### config.mk
export PLATFORM = sky130hd
export DESIGN_NAME = line_position_centroid_tracker_top
export DESIGN_NICKNAME = d
export VERILOG_FILES = /design/src/hdl/ltc_pkg.sv /design/src/hdl/line_position_centroid_tracker_top.sv /design/src/hdl/ltc_front.sv /design/src/hdl/ltc_fifo.sv /design/src/hdl/ltc_back.sv
export SDC_FILE = /design/constraint.sdc
export NUM_CORES = 1
export LEC_CHECK = 0
export ABC_AREA = 1
export ABC_CLOCK_PERIOD_IN_PS = 8300
export BUFFER_PORTS_ARGS = -buffer_cell sky130_fd_sc_hd__buf_2
export CAP_MARGIN = 20
export CORE_MARGIN = 2
export CORE_UTILIZATION = 40
export DETAILED_ROUTE_END_ITERATION = 16
export HOLD_SLACK_MARGIN = 0.15
export PLACE_DENSITY = 0.68
export SYNTH_ARGS = -nofsm -noshare
export SYNTH_HDL_FRONTEND = slang
export SYNTH_HIERARCHICAL = 1
export SYNTH_SLANG_ARGS = --single-unit
export TNS_END_PERCENT = 100
### constraint.sdc
create_clock -name i_clk -period 8.3 [get_ports i_clk]
set_input_delay 0 -clock i_clk [delete_from_list [all_inputs] [get_ports i_clk]]
set_output_delay 0 -clock i_clk [all_outputs]
set_load 0.1 [all_outputs]
### src/hdl/ltc_pkg.sv
// ----------------------------------------------------------------------------
// ltc_pkg
// Shared constants, types and helpers of the line position centroid tracker.
// ----------------------------------------------------------------------------
`default_nettype none

package ltc_pkg;

    localparam int SensorCount = 8;
    localparam int SampleW     = 10;
    localparam int MaskW       = 8;
    localparam int CountW      = $clog2(SensorCount + 1);
    localparam int WsumW       = $clog2(SensorCount * SensorCount) + 2;
    localparam int MagW        = WsumW - 1;
    localparam int DenW        = $clog2(SensorCount * (SensorCount - 1) + 1);
    localparam int RemW        = DenW + 1;
    localparam int TimeW       = 32;
    localparam int ThrW        = 10;
    localparam int ToW         = 16;
    localparam int PosW        = 16;
    localparam int FracBits    = 14;
    localparam int QW          = FracBits + 1;
    localparam int DivSteps    = 4;
    localparam int DivCycles   = 4;
    localparam int QuoW        = DivSteps * DivCycles;
    localparam int StepW       = $clog2(DivCycles);
    localparam int FifoDepth   = 2;
    localparam int PtrW        = $clog2(FifoDepth);
    localparam int LevelW      = $clog2(FifoDepth + 1);
    localparam int CfgIdxW     = 1;
    localparam int CfgDataW    = 16;

    localparam logic [QW-1:0] QOne = QW'(1 << FracBits);

    localparam logic [ThrW-1:0] ThrReset = ThrW'(512);
    localparam logic [ToW-1:0]  ToReset  = ToW'(500);

    typedef enum logic [CfgIdxW-1:0] {
        CFG_DARK_THRESHOLD = 1'b0,
        CFG_LOST_TIMEOUT   = 1'b1
    } t_cfg_idx;

    typedef enum logic [1:0] {
        BK_IDLE,
        BK_DIV,
        BK_FIN
    } t_back_state;

    typedef struct packed {
        logic [MaskW-1:0]        mask;
        logic [CountW-1:0]       count;
        logic signed [WsumW-1:0] wsum;
        logic [TimeW-1:0]        now;
    } t_item;

    typedef struct packed {
        logic full;
        logic empty;
    } t_fifo_stat;

    function automatic logic signed [WsumW-1:0] sensor_weight(input int idx);
        return WsumW'(2 * idx - (SensorCount - 1));
    endfunction

endpackage

`default_nettype wire

### src/hdl/line_position_centroid_tracker_top.sv
// ----------------------------------------------------------------------------
// line_position_centroid_tracker_top
// Line sensor centroid: active mask, crossing flag, Q1.14 position and a
// lost-line timer over a wrapping millisecond clock.
//
//   channel  | handshake                  | payload
//   ---------+----------------------------+-----------------------------------
//   input    | i_in_valid / o_in_ready    | i_sample_0..7, i_now_ms
//   output   | o_out_valid / i_out_ready  | o_position, flags, o_active_mask
//   config   | i_cfg_we                   | i_cfg_index, i_cfg_data
//
// An item holds the back end from its load edge through the steps of the
// radix-16 remainder divider (BK_DIV) and its commit into the result
// register (BK_FIN), which waits while that register is full; the next
// item loads at that commit edge.
// The 2-entry queue keeps taking items until it is full while the back end
// or the result register stalls. Reset is synchronous; no clearing pass is needed.
// ----------------------------------------------------------------------------
`default_nettype none

module line_position_centroid_tracker_top (
    input  wire logic                          i_clk,
    input  wire logic                          i_rst_n,
    input  wire logic                          i_cfg_we,
    input  wire logic [ltc_pkg::CfgIdxW-1:0]   i_cfg_index,
    input  wire logic [ltc_pkg::CfgDataW-1:0]  i_cfg_data,
    input  wire logic                          i_in_valid,
    output logic                               o_in_ready,
    input  wire logic [ltc_pkg::SampleW-1:0]   i_sample_0,
    input  wire logic [ltc_pkg::SampleW-1:0]   i_sample_1,
    input  wire logic [ltc_pkg::SampleW-1:0]   i_sample_2,
    input  wire logic [ltc_pkg::SampleW-1:0]   i_sample_3,
    input  wire logic [ltc_pkg::SampleW-1:0]   i_sample_4,
    input  wire logic [ltc_pkg::SampleW-1:0]   i_sample_5,
    input  wire logic [ltc_pkg::SampleW-1:0]   i_sample_6,
    input  wire logic [ltc_pkg::SampleW-1:0]   i_sample_7,
    input  wire logic [ltc_pkg::TimeW-1:0]     i_now_ms,
    output logic                               o_out_valid,
    input  wire logic                          i_out_ready,
    output logic signed [ltc_pkg::PosW-1:0]    o_position,
    output logic                               o_line_detected,
    output logic                               o_crossing_detected,
    output logic                               o_line_lost,
    output logic [ltc_pkg::MaskW-1:0]          o_active_mask
);

    logic [ltc_pkg::ThrW-1:0]    r_threshold;
    logic [ltc_pkg::ToW-1:0]     r_timeout;
    logic [ltc_pkg::SampleW-1:0] w_samples [ltc_pkg::SensorCount];
    logic                        w_push;
    logic                        w_pop;
    ltc_pkg::t_item              w_front_item;
    ltc_pkg::t_item              w_head_item;
    ltc_pkg::t_fifo_stat         w_stat;
    ltc_pkg::t_back_state        w_back_state;

    always_ff @(posedge i_clk) begin
        if (!i_rst_n) begin
            r_threshold <= ltc_pkg::ThrReset;
            r_timeout   <= ltc_pkg::ToReset;
        end else if (i_cfg_we) begin
            case (ltc_pkg::t_cfg_idx'(i_cfg_index))
                ltc_pkg::CFG_DARK_THRESHOLD: r_threshold <= i_cfg_data[ltc_pkg::ThrW-1:0];
                ltc_pkg::CFG_LOST_TIMEOUT:   r_timeout   <= i_cfg_data[ltc_pkg::ToW-1:0];
                default: begin
                end
            endcase
        end
    end

    assign w_samples[0] = i_sample_0;
    assign w_samples[1] = i_sample_1;
    assign w_samples[2] = i_sample_2;
    assign w_samples[3] = i_sample_3;
    assign w_samples[4] = i_sample_4;
    assign w_samples[5] = i_sample_5;
    assign w_samples[6] = i_sample_6;
    assign w_samples[7] = i_sample_7;

    ltc_front u_front (
        .i_samples   (w_samples),
        .i_now_ms    (i_now_ms),
        .i_threshold (r_threshold),
        .i_valid     (i_in_valid),
        .o_ready     (o_in_ready),
        .i_stat      (w_stat),
        .o_push      (w_push),
        .o_item      (w_front_item)
    );

    ltc_fifo u_fifo (
        .i_clk   (i_clk),
        .i_rst_n (i_rst_n),
        .i_push  (w_push),
        .i_item  (w_front_item),
        .i_pop   (w_pop),
        .o_item  (w_head_item),
        .o_stat  (w_stat)
    );

    ltc_back u_back (
        .i_clk               (i_clk),
        .i_rst_n             (i_rst_n),
        .i_item              (w_head_item),
        .i_stat              (w_stat),
        .o_pop               (w_pop),
        .i_timeout           (r_timeout),
        .o_valid             (o_out_valid),
        .i_ready             (i_out_ready),
        .o_position          (o_position),
        .o_line_detected     (o_line_detected),
        .o_crossing_detected (o_crossing_detected),
        .o_line_lost         (o_line_lost),
        .o_active_mask       (o_active_mask),
        .o_state             (w_back_state)
    );

    a_reset_clears_out: assert property (@(posedge i_clk)
        !i_rst_n |=> !o_out_valid)
        else $error("result valid after reset");

    a_empty_queue_ready: assert property (@(posedge i_clk) disable iff (!i_rst_n)
        w_stat.empty |-> o_in_ready)
        else $error("input stalled with an empty queue");

    a_pop_only_when_free: assert property (@(posedge i_clk) disable iff (!i_rst_n)
        w_pop |-> !w_stat.empty && (w_back_state != ltc_pkg::BK_DIV))
        else $error("queue popped while empty or dividing");

    a_crossing_mask: assert property (@(posedge i_clk) disable iff (!i_rst_n)
        o_out_valid && o_crossing_detected |->
            o_line_detected && !o_line_lost &&
            ($countones(o_active_mask) >= ltc_pkg::SensorCount - 1))
        else $error("crossing flag without enough active sensors");

endmodule

`default_nettype wire

### src/hdl/ltc_front.sv
// ----------------------------------------------------------------------------
// ltc_front
// Accepts an item, marks active sensors and forms mask, count and weight sum.
// ----------------------------------------------------------------------------
`default_nettype none

module ltc_front (
    input  wire logic [ltc_pkg::SampleW-1:0] i_samples [ltc_pkg::SensorCount],
    input  wire logic [ltc_pkg::TimeW-1:0]   i_now_ms,
    input  wire logic [ltc_pkg::ThrW-1:0]    i_threshold,
    input  wire logic                        i_valid,
    output logic                             o_ready,
    input  wire ltc_pkg::t_fifo_stat         i_stat,
    output logic                             o_push,
    output ltc_pkg::t_item                   o_item
);

    always_comb begin
        logic [ltc_pkg::MaskW-1:0]        mask;
        logic [ltc_pkg::CountW-1:0]       count;
        logic signed [ltc_pkg::WsumW-1:0] wsum;
        mask  = '0;
        count = '0;
        wsum  = '0;
        for (int i = 0; i < ltc_pkg::SensorCount; i++) begin
            if (i_samples[i] < i_threshold) begin
                if (i < ltc_pkg::MaskW) begin
                    mask[i] = 1'b1;
                end
                count = count + 1'b1;
                wsum  = wsum + ltc_pkg::sensor_weight(i);
            end
        end
        o_item.mask  = mask;
        o_item.count = count;
        o_item.wsum  = wsum;
        o_item.now   = i_now_ms;
    end

    assign o_ready = !i_stat.full;
    assign o_push  = i_valid && o_ready;

endmodule

`default_nettype wire

### src/hdl/ltc_fifo.sv
// ----------------------------------------------------------------------------
// ltc_fifo
// Short queue of classified items between the front and the back.
// ----------------------------------------------------------------------------
`default_nettype none

module ltc_fifo (
    input  wire logic                i_clk,
    input  wire logic                i_rst_n,
    input  wire logic                i_push,
    input  wire ltc_pkg::t_item      i_item,
    input  wire logic                i_pop,
    output ltc_pkg::t_item           o_item,
    output ltc_pkg::t_fifo_stat      o_stat
);

    ltc_pkg::t_item                r_mem [ltc_pkg::FifoDepth];
    logic [ltc_pkg::PtrW-1:0]      r_wr_ptr;
    logic [ltc_pkg::PtrW-1:0]      r_rd_ptr;
    logic [ltc_pkg::LevelW-1:0]    r_level;

    always_ff @(posedge i_clk) begin
        if (!i_rst_n) begin
            r_wr_ptr <= '0;
            r_rd_ptr <= '0;
            r_level  <= '0;
        end else begin
            if (i_push) begin
                r_wr_ptr <= r_wr_ptr + 1'b1;
            end
            if (i_pop) begin
                r_rd_ptr <= r_rd_ptr + 1'b1;
            end
            if (i_push && !i_pop) begin
                r_level <= r_level + 1'b1;
            end else if (i_pop && !i_push) begin
                r_level <= r_level - 1'b1;
            end
        end
    end

    always_ff @(posedge i_clk) begin
        if (i_push) begin
            r_mem[r_wr_ptr] <= i_item;
        end
    end

    assign o_item       = r_mem[r_rd_ptr];
    assign o_stat.full  = (r_level == ltc_pkg::LevelW'(ltc_pkg::FifoDepth));
    assign o_stat.empty = (r_level == '0);

endmodule

`default_nettype wire

### src/hdl/ltc_back.sv
// ----------------------------------------------------------------------------
// ltc_back
// Divides the weight sum by the active count scaled by SensorCount - 1,
// tracks line loss and holds the result register.
// ----------------------------------------------------------------------------
`default_nettype none

module ltc_back (
    input  wire logic                      i_clk,
    input  wire logic                      i_rst_n,
    input  wire ltc_pkg::t_item            i_item,
    input  wire ltc_pkg::t_fifo_stat       i_stat,
    output logic                           o_pop,
    input  wire logic [ltc_pkg::ToW-1:0]   i_timeout,
    output logic                           o_valid,
    input  wire logic                      i_ready,
    output logic signed [ltc_pkg::PosW-1:0] o_position,
    output logic                           o_line_detected,
    output logic                           o_crossing_detected,
    output logic                           o_line_lost,
    output logic [ltc_pkg::MaskW-1:0]      o_active_mask,
    output ltc_pkg::t_back_state           o_state
);

    ltc_pkg::t_back_state          r_state;
    ltc_pkg::t_back_state          n_state;
    logic [ltc_pkg::StepW-1:0]     r_step;

    ltc_pkg::t_item                r_item;
    logic [ltc_pkg::DenW-1:0]      r_den;
    logic [ltc_pkg::RemW-1:0]      r_rem;
    logic [ltc_pkg::RemW-1:0]      n_rem;
    logic [ltc_pkg::QuoW-1:0]      r_quo;
    logic [ltc_pkg::QuoW-1:0]      n_quo;
    logic                          r_sat;
    logic                          r_neg;

    logic [ltc_pkg::PosW-1:0]      r_last_pos;
    logic                          r_seen;
    logic [ltc_pkg::TimeW-1:0]     r_loss_start;
    logic                          r_lost_flag;

    logic                          r_out_valid;
    logic signed [ltc_pkg::PosW-1:0] r_pos;
    logic                          r_det;
    logic                          r_cross;
    logic                          r_lost;
    logic [ltc_pkg::MaskW-1:0]     r_mask;

    logic                          commit;
    logic                          load;
    logic [ltc_pkg::MagW-1:0]      in_mag;
    logic [ltc_pkg::DenW-1:0]      in_den;
    logic [ltc_pkg::QW-1:0]        q_val;
    logic [ltc_pkg::PosW-1:0]      pos_val;
    logic                          det_val;
    logic [ltc_pkg::TimeW-1:0]     start_val;
    logic                          lost_val;

    assign commit = (r_state == ltc_pkg::BK_FIN) && (!r_out_valid || i_ready);
    assign load   = !i_stat.empty && ((r_state == ltc_pkg::BK_IDLE) || commit);
    assign o_pop  = load;

    assign in_mag = i_item.wsum[ltc_pkg::WsumW-1] ? ltc_pkg::MagW'(-i_item.wsum)
                                                 : ltc_pkg::MagW'(i_item.wsum);
    assign in_den = ltc_pkg::DenW'(32'(i_item.count) * (ltc_pkg::SensorCount - 1));

    always_comb begin
        n_state = r_state;
        case (r_state)
            ltc_pkg::BK_IDLE: begin
                if (load) begin
                    n_state = ltc_pkg::BK_DIV;
                end
            end
            ltc_pkg::BK_DIV: begin
                if (r_step == ltc_pkg::StepW'(ltc_pkg::DivCycles - 1)) begin
                    n_state = ltc_pkg::BK_FIN;
                end
            end
            ltc_pkg::BK_FIN: begin
                if (commit) begin
                    n_state = load ? ltc_pkg::BK_DIV : ltc_pkg::BK_IDLE;
                end
            end
            default: begin
                n_state = ltc_pkg::BK_IDLE;
            end
        endcase
    end

    always_comb begin
        logic [ltc_pkg::RemW-1:0] rem_v;
        logic [ltc_pkg::RemW-1:0] sh;
        logic [ltc_pkg::QuoW-1:0] quo_v;
        rem_v = r_rem;
        quo_v = r_quo;
        for (int k = 0; k < ltc_pkg::DivSteps; k++) begin
            sh = {rem_v[ltc_pkg::RemW-2:0], 1'b0};
            if (sh >= {1'b0, r_den}) begin
                rem_v = sh - {1'b0, r_den};
                quo_v = {quo_v[ltc_pkg::QuoW-2:0], 1'b1};
            end else begin
                rem_v = sh;
                quo_v = {quo_v[ltc_pkg::QuoW-2:0], 1'b0};
            end
        end
        n_rem = rem_v;
        n_quo = quo_v;
    end

    always_comb begin
        q_val = r_sat ? ltc_pkg::QOne
                      : ltc_pkg::QW'(r_quo[ltc_pkg::QuoW-1:ltc_pkg::QuoW-ltc_pkg::FracBits]);
        pos_val = r_neg ? ltc_pkg::PosW'(-{1'b0, q_val}) : ltc_pkg::PosW'(q_val);
        det_val = (r_item.count != '0);
        start_val = (r_seen && (r_loss_start == '0)) ? r_item.now : r_loss_start;
        lost_val  = r_lost_flag ||
                    ((start_val != '0) &&
                     ((r_item.now - start_val) >= ltc_pkg::TimeW'(i_timeout)));
    end

    always_ff @(posedge i_clk) begin
        if (!i_rst_n) begin
            r_state      <= ltc_pkg::BK_IDLE;
            r_step       <= '0;
            r_last_pos   <= '0;
            r_seen       <= 1'b0;
            r_loss_start <= '0;
            r_lost_flag  <= 1'b0;
            r_out_valid  <= 1'b0;
        end else begin
            r_state <= n_state;
            if (load) begin
                r_step <= '0;
            end else if (r_state == ltc_pkg::BK_DIV) begin
                r_step <= r_step + 1'b1;
            end
            if (commit) begin
                r_out_valid <= 1'b1;
                if (det_val) begin
                    r_last_pos   <= pos_val;
                    r_seen       <= 1'b1;
                    r_loss_start <= '0;
                    r_lost_flag  <= 1'b0;
                end else begin
                    r_loss_start <= start_val;
                    r_lost_flag  <= lost_val;
                end
            end else if (i_ready) begin
                r_out_valid <= 1'b0;
            end
        end
    end

    always_ff @(posedge i_clk) begin
        if (load) begin
            r_item <= i_item;
            r_den  <= in_den;
            r_rem  <= ltc_pkg::RemW'(in_mag);
            r_quo  <= '0;
            r_sat  <= (ltc_pkg::RemW'(in_mag) >= ltc_pkg::RemW'(in_den));
            r_neg  <= i_item.wsum[ltc_pkg::WsumW-1];
        end else if (r_state == ltc_pkg::BK_DIV) begin
            r_rem <= n_rem;
            r_quo <= n_quo;
        end
        if (commit) begin
            r_pos   <= det_val ? pos_val : r_last_pos;
            r_det   <= det_val;
            r_cross <= (r_item.count >= ltc_pkg::CountW'(ltc_pkg::SensorCount - 1));
            r_lost  <= det_val ? 1'b0 : lost_val;
            r_mask  <= r_item.mask;
        end
    end

    assign o_valid             = r_out_valid;
    assign o_position          = r_pos;
    assign o_line_detected     = r_det;
    assign o_crossing_detected = r_cross;
    assign o_line_lost         = r_lost;
    assign o_active_mask       = r_mask;
    assign o_state             = r_state;

endmodule

`default_nettype wire
==> results of run 1 <==
per-layer routing:
layer	routed length [um]	track usage, %
met1	21700	23.9
met5	14	0
met4	1120	5.90
met2	23500	33.5
met3	2160	2.62
cell usage in the layout, fill, tap and decap left out, types with 8 or more instances in the layout:
cell           synthesis  layout
buf_4                 34      13
fa_1                   8       8
xnor2_1               23      23
dlygate4sd3_1          0      74
nand2_1              626     626
dfxtp_1              102     101
mux2_4                50      50
nor2_2                12      12
o21ai_1               14      14
nor3_1                18      18
inv_1                371     370
o21ai_0              100     100
nand3_1              113     113
nand4_1               39      39
or2_2                  9       9
nand2_2               30      30
clkbuf_16              0      37
xor2_1                40      40
inv_2                 11      13
a22oi_1               12      12
edfxtp_1             188     188
nand3_2               16      16
ha_1                 171     171
a21oi_1              113     113
buf_2                 10     162
nor2_1               184     183
o21bai_1               8       8
cell families after synthesis:
family / Yosys count
flip-flops: 290
AO/OA/AOI/OAI: 289
buffers and inverters: 464
XOR/XNOR: 63
multiplexers: 52
adder cells (fa/ha/maj): 179
AND/OR/NAND/NOR: 1077
flip-flops by register name, summed over array words and instances (netlist names), 2 cells and up, named ones only:
signal / count
u_back/o_active_mask: 8
u_back/o_state: 2
u_fifo/r_mem: 104
r_threshold: 10
u_back/r_loss_start: 32
u_fifo/r_level: 2
u_back/r_den: 5
r_timeout: 16
u_back/r_item: 44
u_back/r_rem: 6
u_back/r_last_pos: 16
u_back/r_step: 2
u_back/r_quo: 16
u_back/o_position: 16
final timing paths:
path,to,slack [ns]
setup / recovery,u_back/r_rem[1]$_DFFE_PP_,1.30
hold / removal,u_fifo/r_mem[1][45]$_DFFE_PP_,0.18
setup reg to reg,u_back/r_rem[1]$_DFFE_PP_,1.30
hold reg to reg,u_back/o_active_mask[0]$_DFFE_PP_,0.42
cell type report:
cell class | instances | area, sq um | share of cell area [%]
Antenna cell | 1 | 2.50 | 0.0110
Clock buffer | 48 | 1040 | 4.55
Clock inverter | 13 | 110 | 0.483
Inverter | 392 | 1480 | 6.50
Multi-Input combinational cell | 1660 | 10000 | 43.8
Sequential cell | 290 | 7690 | 33.7
Tap cell | 664 | 831 | 3.64
Timing Repair Buffer | 250 | 1660 | 7.29
metrics by stage:
step,instances,hold slack (ns)
2_1_floorplan,2414,0.113
3_3_place_gp,3180,0.191
3_5_place_dp,3181,0.191
4_1_cts,3316,0.151
5_1_grt,3318,0.197
6_report,3318,0.179
what timing repair did:
action / in CTS / in global routing
hold endpoints to repair: 101 / 0
hold buffers: 74 / 0
setup buffers: 0 / 0
tightest hold or removal path: stages:
cell and delay, ns:
buf_2 0.08, o21ai_0 0.08, nand2_1 0.06, a31oi_1 0.27
==> impl_metrics.toml, run 1 <==
[outcome]
status = "finished clean"

[detailed_routing]
wl_per_cell_um = 14.6
drtPass1Iterations = 5
avgViaCountPerCell = 4.88
drc = 0
drtIter0Drc = 886
wl_um = 48400
via_count = 16200
ant_nets = 0

[clock_tree]
cts_max_level = 2
cts_sinks = 290
ctsLongestPathBuffers = 3
cts_inserted_buffers = 34
cts_tree = "built"
cts-root-buf = "clkbuf_16"
path_clk_slew_ns = 0.06
clk_latency_ns = 0.53
ctsResizeCount = 0

[setup_path]
startpoint = "u_back/r_den[4]$_DFFE_PP_"
path_delay_family = "compound AO/OA/AOI/OAI gates"
timing.rr.start = "u_back/r_den[4]$_DFFE_PP_"
crit_path_top_delay_cell = "ha_1"
cp.arrival_ns = 7.28
critical_path_class = "reg2reg"
cp_common_cell = "nand2_1"
reg2reg_depth = 37
start_kind = "flip-flop"
path_buf_inv = 4
critPathMaxStageDelay_ns = 0.36
end_kind = "flip-flop"
path_depth = 37
cp_data_required_time_ns = 8.59
cp_max_fo = 11

[cells_and_area]
nFillCells = 4634
design_area_sq_mm = 0.0228
final_nets = 2941
area_delta_synth_final_pct = 15.7
drive_gt1_share_pct = 14.9
finish.utilization_pct = 46.8

[floorplanning]
pin_count = 163
coreArea_sq_mm = 0.0487
rows = 81
die_w_um = 226
start_util_pct = 40.4
fp.dieArea_sq_mm = 0.0511
die_y_um = 226

[timing]
slew_violations = 0
finalClockSkew_ns = 0.0155
setup_viol_count_final = 0
grt_setup_unrepaired = "no"
worst_pin_slew_ns = 0.854
relSlewSlack_pct = 43.1
period_minus_slack_ns = 7.00
finalCritPeriodShare_pct = 84.3
max_freq_ghz = 0.143
hold_viol_final = 0
fin_setup_tns_ns = 0
finalWorstSetupSlack_ns = 1.30

[synth]
synth-main-ff-cell = "edfxtp_1"
seq_area_frac_synth_pct = 39.0
synth-edff-count = 188
synth-async-reset-ratio_pct = 0
yosysUniqueCellTypes = 60
synthAdderAreaFrac_pct = 11.7
netlist.area_leader.share_pct = 28.6
syn_area_per_cell_sq_um = 8.17
synth.most_common_cell = "nand2_1"
synth_area_sq_mm = 0.0197
synth_xor_area_share_pct = 2.80
synthMuxAreaShare_pct = 3.92
yosysWarnings = 6
synth.area.top_cells = "edfxtp_1, nand2_1, ha_1"
ys_top_cells_by_count = "nand2_1, inv_1, edfxtp_1"
synth_nets = 2727
synth-simple-area-share_pct = 24.0
synthCells = 2414
ys_ff_latch = 290
synth_top_family_by_area = "simple AND/OR/NAND/NOR gates"
yosys.area.top_type = "edfxtp_1"
synth_compound_area_share_pct = 8.28

[grt]
grt_pass1_vias = 15900
grt.total_usage_pct = 18.9
grt_pass1_wl_um = 77700
grt_max_degree = 63
grt-ovfl-total = 0
antenna_found_initial = 3

[placed_design]
dpl_cell_area_sq_mm = 0.0209
routabilityCongestion = 0.919
hpwl_um = 36700
pre_cts_ws_ns = 1.35
portBuffers = 162

[flow_run]
drv_cap = 0

[worst_hold_path]
min_from = "i_sample_1[0]"
holdPathStages = 4
hold_path_class = "in2reg"
Power of run 1 is not shown: default switching activity piles up to over one toggle a cycle in this logic, so the estimate is an artifact.
==> run 2, diff against run 1 <==
--- a/config.mk
+++ b/config.mk
@@ -6,14 +6,14 @@
 export NUM_CORES = 1
 export LEC_CHECK = 0
 export ABC_AREA = 1
-export ABC_CLOCK_PERIOD_IN_PS = 8300
+export ABC_CLOCK_PERIOD_IN_PS = 6310
 export BUFFER_PORTS_ARGS = -buffer_cell sky130_fd_sc_hd__buf_2
 export CAP_MARGIN = 20
 export CORE_MARGIN = 2
 export CORE_UTILIZATION = 40
 export DETAILED_ROUTE_END_ITERATION = 16
 export HOLD_SLACK_MARGIN = 0.15
-export PLACE_DENSITY = 0.68
+export PLACE_DENSITY = 0.7
 export SYNTH_ARGS = -nofsm -noshare
 export SYNTH_HDL_FRONTEND = slang
 export SYNTH_HIERARCHICAL = 1
==> constraint.sdc (replaced) <==
create_clock -name i_clk -period 6.31 [get_ports i_clk]
set_input_delay 0 -clock i_clk [delete_from_list [all_inputs] [get_ports i_clk]]
set_output_delay 0 -clock i_clk [all_outputs]
set_load 0.1 [all_outputs]
==> run 2 against run 1 <==
Cell area is 2.4% higher. Global-route usage up 0.27 points. Final cell count up 1.7%. Core utilization rose by 1.1 points. First-iteration DRC count rose by 6.4%. Largest cell class unchanged.
==> impl_metrics.toml, run 2 (synthesis gave the netlist of run 1 again) <==
[outcome]
status = "finished clean"

[placed_design]
portBuffers = 162
routabilityCongestion = 0.916
hpwl_um = 37900
dpl_cell_area_sq_mm = 0.0212
pre_cts_ws_ns = -0.0689

[timing]
setup_viol_count_final = 0
worst_pin_slew_ns = 0.834
finalWorstSetupSlack_ns = 0.421
finalClockSkew_ns = 0.0111
period_minus_slack_ns = 5.89
relSlewSlack_pct = 43.8
finalCritPeriodShare_pct = 93.3
max_freq_ghz = 0.170
hold_viol_final = 0
grt_setup_unrepaired = "no"
slew_violations = 0

[detailed_routing]
avgViaCountPerCell = 4.91
drtIter0Drc = 943
ant_nets = 0
drc = 0
wl_um = 49900
via_count = 16600
wl_per_cell_um = 14.8
drtPass1Iterations = 6

[worst_hold_path]
hold_path_class = "in2reg"
holdPathStages = 2

[setup_path]
startpoint = "u_back/r_rem[0]$_DFFE_PP_"
r2r_setup_slack_ns = 0.42
cp_data_required_time_ns = 6.75
timing.rr.start = "u_back/r_rem[0]$_DFFE_PP_"
worstSetupEndpoint = "u_back/r_rem[3]$_DFFE_PP_"
cp_max_fo = 7
critical_path_class = "reg2reg"
start_kind = "flip-flop"
cp_common_cell = "nand2_1"
crit_path_top_delay_cell = "edfxtp_1"
r2r_end = "u_back/r_rem[3]$_DFFE_PP_"
critPathMaxStageDelay_ns = 0.43
end_kind = "flip-flop"
cp.arrival_ns = 6.33
reg2reg_depth = 39

[floorplanning]
die_y_um = 226
fp.dieArea_sq_mm = 0.0511
pin_count = 163
start_util_pct = 40.4
die_w_um = 226
coreArea_sq_mm = 0.0487
rows = 81

[clock_tree]
cts_sinks = 290
cts_max_level = 1
path_clk_slew_ns = 0.06
ctsLongestPathBuffers = 3
cts_inserted_buffers = 31
clk_latency_ns = 0.57
cts-root-buf = "clkbuf_16"
cts_tree = "built"

[grt]
grt_pass1_vias = 16300
grt-ovfl-total = 0
antenna_found_initial = 7
grt.total_usage_pct = 19.2
grt_max_degree = 62
grt_pass1_wl_um = 79400

[cells_and_area]
final_common_cell = "nand2_1"
design_area_sq_mm = 0.0234
largest_reg_flops = 104
regMostFlops = "u_fifo/r_mem"
top_regs = "u_fifo/r_mem (104), u_back/r_item (44), u_back/r_loss_start (32)"
area_delta_synth_final_pct = 18.5
final_cell_mix = "nand2_1, inv_1, edfxtp_1"
drive_gt1_share_pct = 16.6
final_nets = 2996

[flow_run]
drv_cap = 0
[run 2: cell types whose count changed in the layout (fill, tap and decap cells not counted), sizes merged]
cell / change
diode: +3
dlygate4sd3: +15
clkbuf: -10
buf: +43
inv: +4
bufinv: +3
[run 2: what timing repair did]
item,in CTS,in global routing
endpoints found under the setup margin,7,7
endpoints found under the hold margin,142,0
buffers inserted,0,5
gates cloned,0,0
hold buffers,89,0
resized for setup,2,17
pin swaps,0,5
[run 2: worst min-delay path by stage]
stage,endpoint,slack [ns],startpoint
6_report,u_fifo/r_mem[1][18]$_DFFE_PP_,0.19,i_now_ms[18]
3_3_place_gp,u_fifo/r_mem[0][3]$_DFFE_PP_,0.19,i_now_ms[3]
4_1_cts,u_fifo/r_mem[0][11]$_DFFE_PP_,0.17,i_now_ms[11]
3_5_place_dp,u_fifo/r_mem[1][10]$_DFFE_PP_,0.19,i_now_ms[10]
2_1_floorplan,r_timeout[2]$_SDFFE_PN1P_,0.11,i_cfg_data[2]
5_1_grt,u_fifo/r_mem[0][11]$_DFFE_PP_,0.18,i_now_ms[11]
[run 2: stage by stage]
step	std cells	util, %	TNS (ns)	hold WS [ns]
floorplan	2414	-	0	0.113
global placement	3218	43.5	0	0.191
detailed placement	3220	43.5	-0.287	0.193
CTS	3367	47.6	0	0.166
global route	3376	47.9	0	0.182
finish	3376	47.9	0	0.193
[run 2: routing by layer]
layer | GRT usage [%] | wire [um]
met5 | 0 | 38
met4 | 5.75 | 1330
met3 | 2.20 | 1980
met2 | 35.1 | 24700
met1 | 23.6 | 21800
[run 2: worst max-delay path, delay by kind of cell (launching register included)]
kind                     cells  cell delay [ns]
AO/OA/AOI/OAI               10             1.61
adder cells (fa/ha/maj)      5             1.39
buffers and inverters        6             0.72
flip-flops                   1             0.43
AND/OR/NAND/NOR             18             1.60
[run 2: area by class of cell]
| class | instances | area, sq um |
|---|---|---|
| antenna | 4 | 10.0 |
| clock buffer | 38 | 875 |
| clock inverter | 20 | 233 |
| fill | 4616 | 25400 |
| inverter | 392 | 1480 |
| multi-input combinational | 1660 | 10100 |
| sequential | 290 | 7690 |
| tap | 664 | 831 |
| timing repair buffer | 308 | 2150 |
Power of run 2 is left out for the same reason.
==> run 3, diff against run 2 <==
--- a/config.mk
+++ b/config.mk
@@ -11,6 +11,7 @@
 export CAP_MARGIN = 20
 export CORE_MARGIN = 2
 export CORE_UTILIZATION = 40
+export CTS_BUF_LIST = sky130_fd_sc_hd__clkbuf_8 sky130_fd_sc_hd__clkbuf_16
 export DETAILED_ROUTE_END_ITERATION = 16
 export HOLD_SLACK_MARGIN = 0.15
 export PLACE_DENSITY = 0.7
==> run 3 against run 2 <==
Register-to-register slack barely moved. Non-clock buffer count did not move. Wire length barely moved. Critical path depth did not move. Die area did not move. First-iteration DRC count fell by 0.11%. Fmax did not move. Clock skew barely moved.
==> impl_metrics.toml, run 3 (synthesis gave the netlist of run 1 again) <==
[timing]
setup_viol_count_final = 0
grt_setup_unrepaired = "no"
slew_violations = 0
max_freq_ghz = 0.170
finalCritPeriodShare_pct = 93.3
hold_viol_final = 0
relSlewSlack_pct = 43.8
finalClockSkew_ns = 0.0111
hold_slack_ns = 0.193
period_minus_slack_ns = 5.89
worst_pin_slew_ns = 0.834

[floorplanning]
coreArea_sq_mm = 0.0487
fp.dieArea_sq_mm = 0.0511
start_util_pct = 40.4
rows = 81
die_w_um = 226
pin_count = 163
die_y_um = 226

[setup_path]
timing.rr.start = "u_back/r_rem[0]$_DFFE_PP_"
crit_path_top_delay_cell = "edfxtp_1"
end_kind = "flip-flop"
critPathMaxStageDelay_ns = 0.43
critical_path_class = "reg2reg"
cp_data_required_time_ns = 6.75
reg2reg_depth = 39
cp.arrival_ns = 6.33
cp_common_cell = "nand2_1"
cp_max_fo = 7
start_kind = "flip-flop"
r2r_setup_slack_ns = 0.42
r2r_end = "u_back/r_rem[3]$_DFFE_PP_"

[grt]
grt.total_usage_pct = 19.2
grt-ovfl-total = 0
grt_pass1_vias = 16300
antenna_found_initial = 7
grt_pass1_wl_um = 79400
grt_max_degree = 62

[cells_and_area]
drive_gt1_share_pct = 16.6
fin_cells = 3376
largest_reg_flops = 104
final_nets = 2996
regMostFlops = "u_fifo/r_mem"
final_common_cell = "nand2_1"
top_regs = "u_fifo/r_mem (104), u_back/r_item (44), u_back/r_loss_start (32)"
final_cell_mix = "nand2_1, inv_1, edfxtp_1"
area_delta_synth_final_pct = 18.5

[detailed_routing]
route.met2.wl_um = 24700
drtIter0Drc = 942
ant_nets = 0
drc = 0
wl_um = 49900
via_count = 16600
m1WireLength_um = 21900
drtPass1Iterations = 5
wl_met3_um = 1990
avgViaCountPerCell = 4.92
top_layer_used = "met5"
wl_per_cell_um = 14.8

[clock_tree]
clk_latency_ns = 0.57
path_clk_slew_ns = 0.06
cts_tree = "built"
cts-root-buf = "clkbuf_16"
cts_inserted_buffers = 31
cts_sinks = 290
ctsLongestPathBuffers = 3
cts_max_level = 1

[placed_design]
hpwl_um = 37900
routabilityCongestion = 0.916
portBuffers = 162
dpl.cell_count = 3220

[flow_run]
drv_cap = 0

[worst_hold_path]
holdPathEnd = "u_fifo/r_mem[1][18]$_DFFE_PP_"
min_from = "i_now_ms[18]"
hold_path_class = "in2reg"
holdPathStages = 2

[outcome]
status = "finished clean"
run 3: cell count changes in the layout (fill, tap and decap cells not counted), sizes merged:
cell	before	now
clkbuf	38	36
inv	390	392
run 3: worst max path at each step:
stage / endpoint / startpoint
finish: u_back/r_rem[3]$_DFFE_PP_ / u_back/r_rem[0]$_DFFE_PP_
global route: u_back/r_rem[4]$_DFFE_PP_ / u_back/r_rem[4]$_DFFE_PP_
CTS: u_back/r_rem[1]$_DFFE_PP_ / u_back/r_rem[4]$_DFFE_PP_
detailed placement: u_back/r_rem[1]$_DFFE_PP_ / u_back/r_rem[1]$_DFFE_PP_
global placement: u_back/r_rem[1]$_DFFE_PP_ / u_back/r_rem[1]$_DFFE_PP_
floorplan: u_back/r_rem[1]$_DFFE_PP_ / u_back/r_den[4]$_DFFE_PP_
run 3: critical path, delay by kind of cell (launching register included):
family	cells	cell delay, ns
adder cells (fa/ha/maj)	5	1.39
flip-flops	1	0.43
AND/OR/NAND/NOR	18	1.60
buffers and inverters	6	0.72
AO/OA/AOI/OAI	10	1.61
run 3: metrics by stage:
step	setup slack [ns]	setup TNS [ns]	util, %	area (sq um)
finish	0.421	0	47.9	23400
global placement	0.175	0	43.5	21200
global route	0.0120	0	47.9	23400
CTS	0.0186	0	47.6	23200
detailed placement	-0.0689	-0.287	43.5	21200
floorplan	0.365	0	-	19700
run 3: timing repair:
action                                 CTS  global route
hold buffers                            89             0
buffers inserted                         0             5
resized for setup                        2            17
endpoints found under the hold margin  142             0
pin swaps                                0             5
setup endpoints to repair                7             7
run 3: area by class of cell:
cell class / instances / area, sq um
multi-input cells: 1660 / 10100
inverters: 392 / 1480
clock inverters: 22 / 240
well taps: 664 / 831
repair buffers: 308 / 2150
diodes: 4 / 10.0
fillers: 4616 / 25400
flip-flops and latches: 290 / 7690
clock buffers: 36 / 867
run 3: metal layers:
metal	vias to the layer above	global-route usage, %
met5	-	0
met4	6	5.75
met3	94	2.20
met2	373	35.1
met1	7746	23.6
li1	8379	-
Power of run 3 is left out for the same reason.
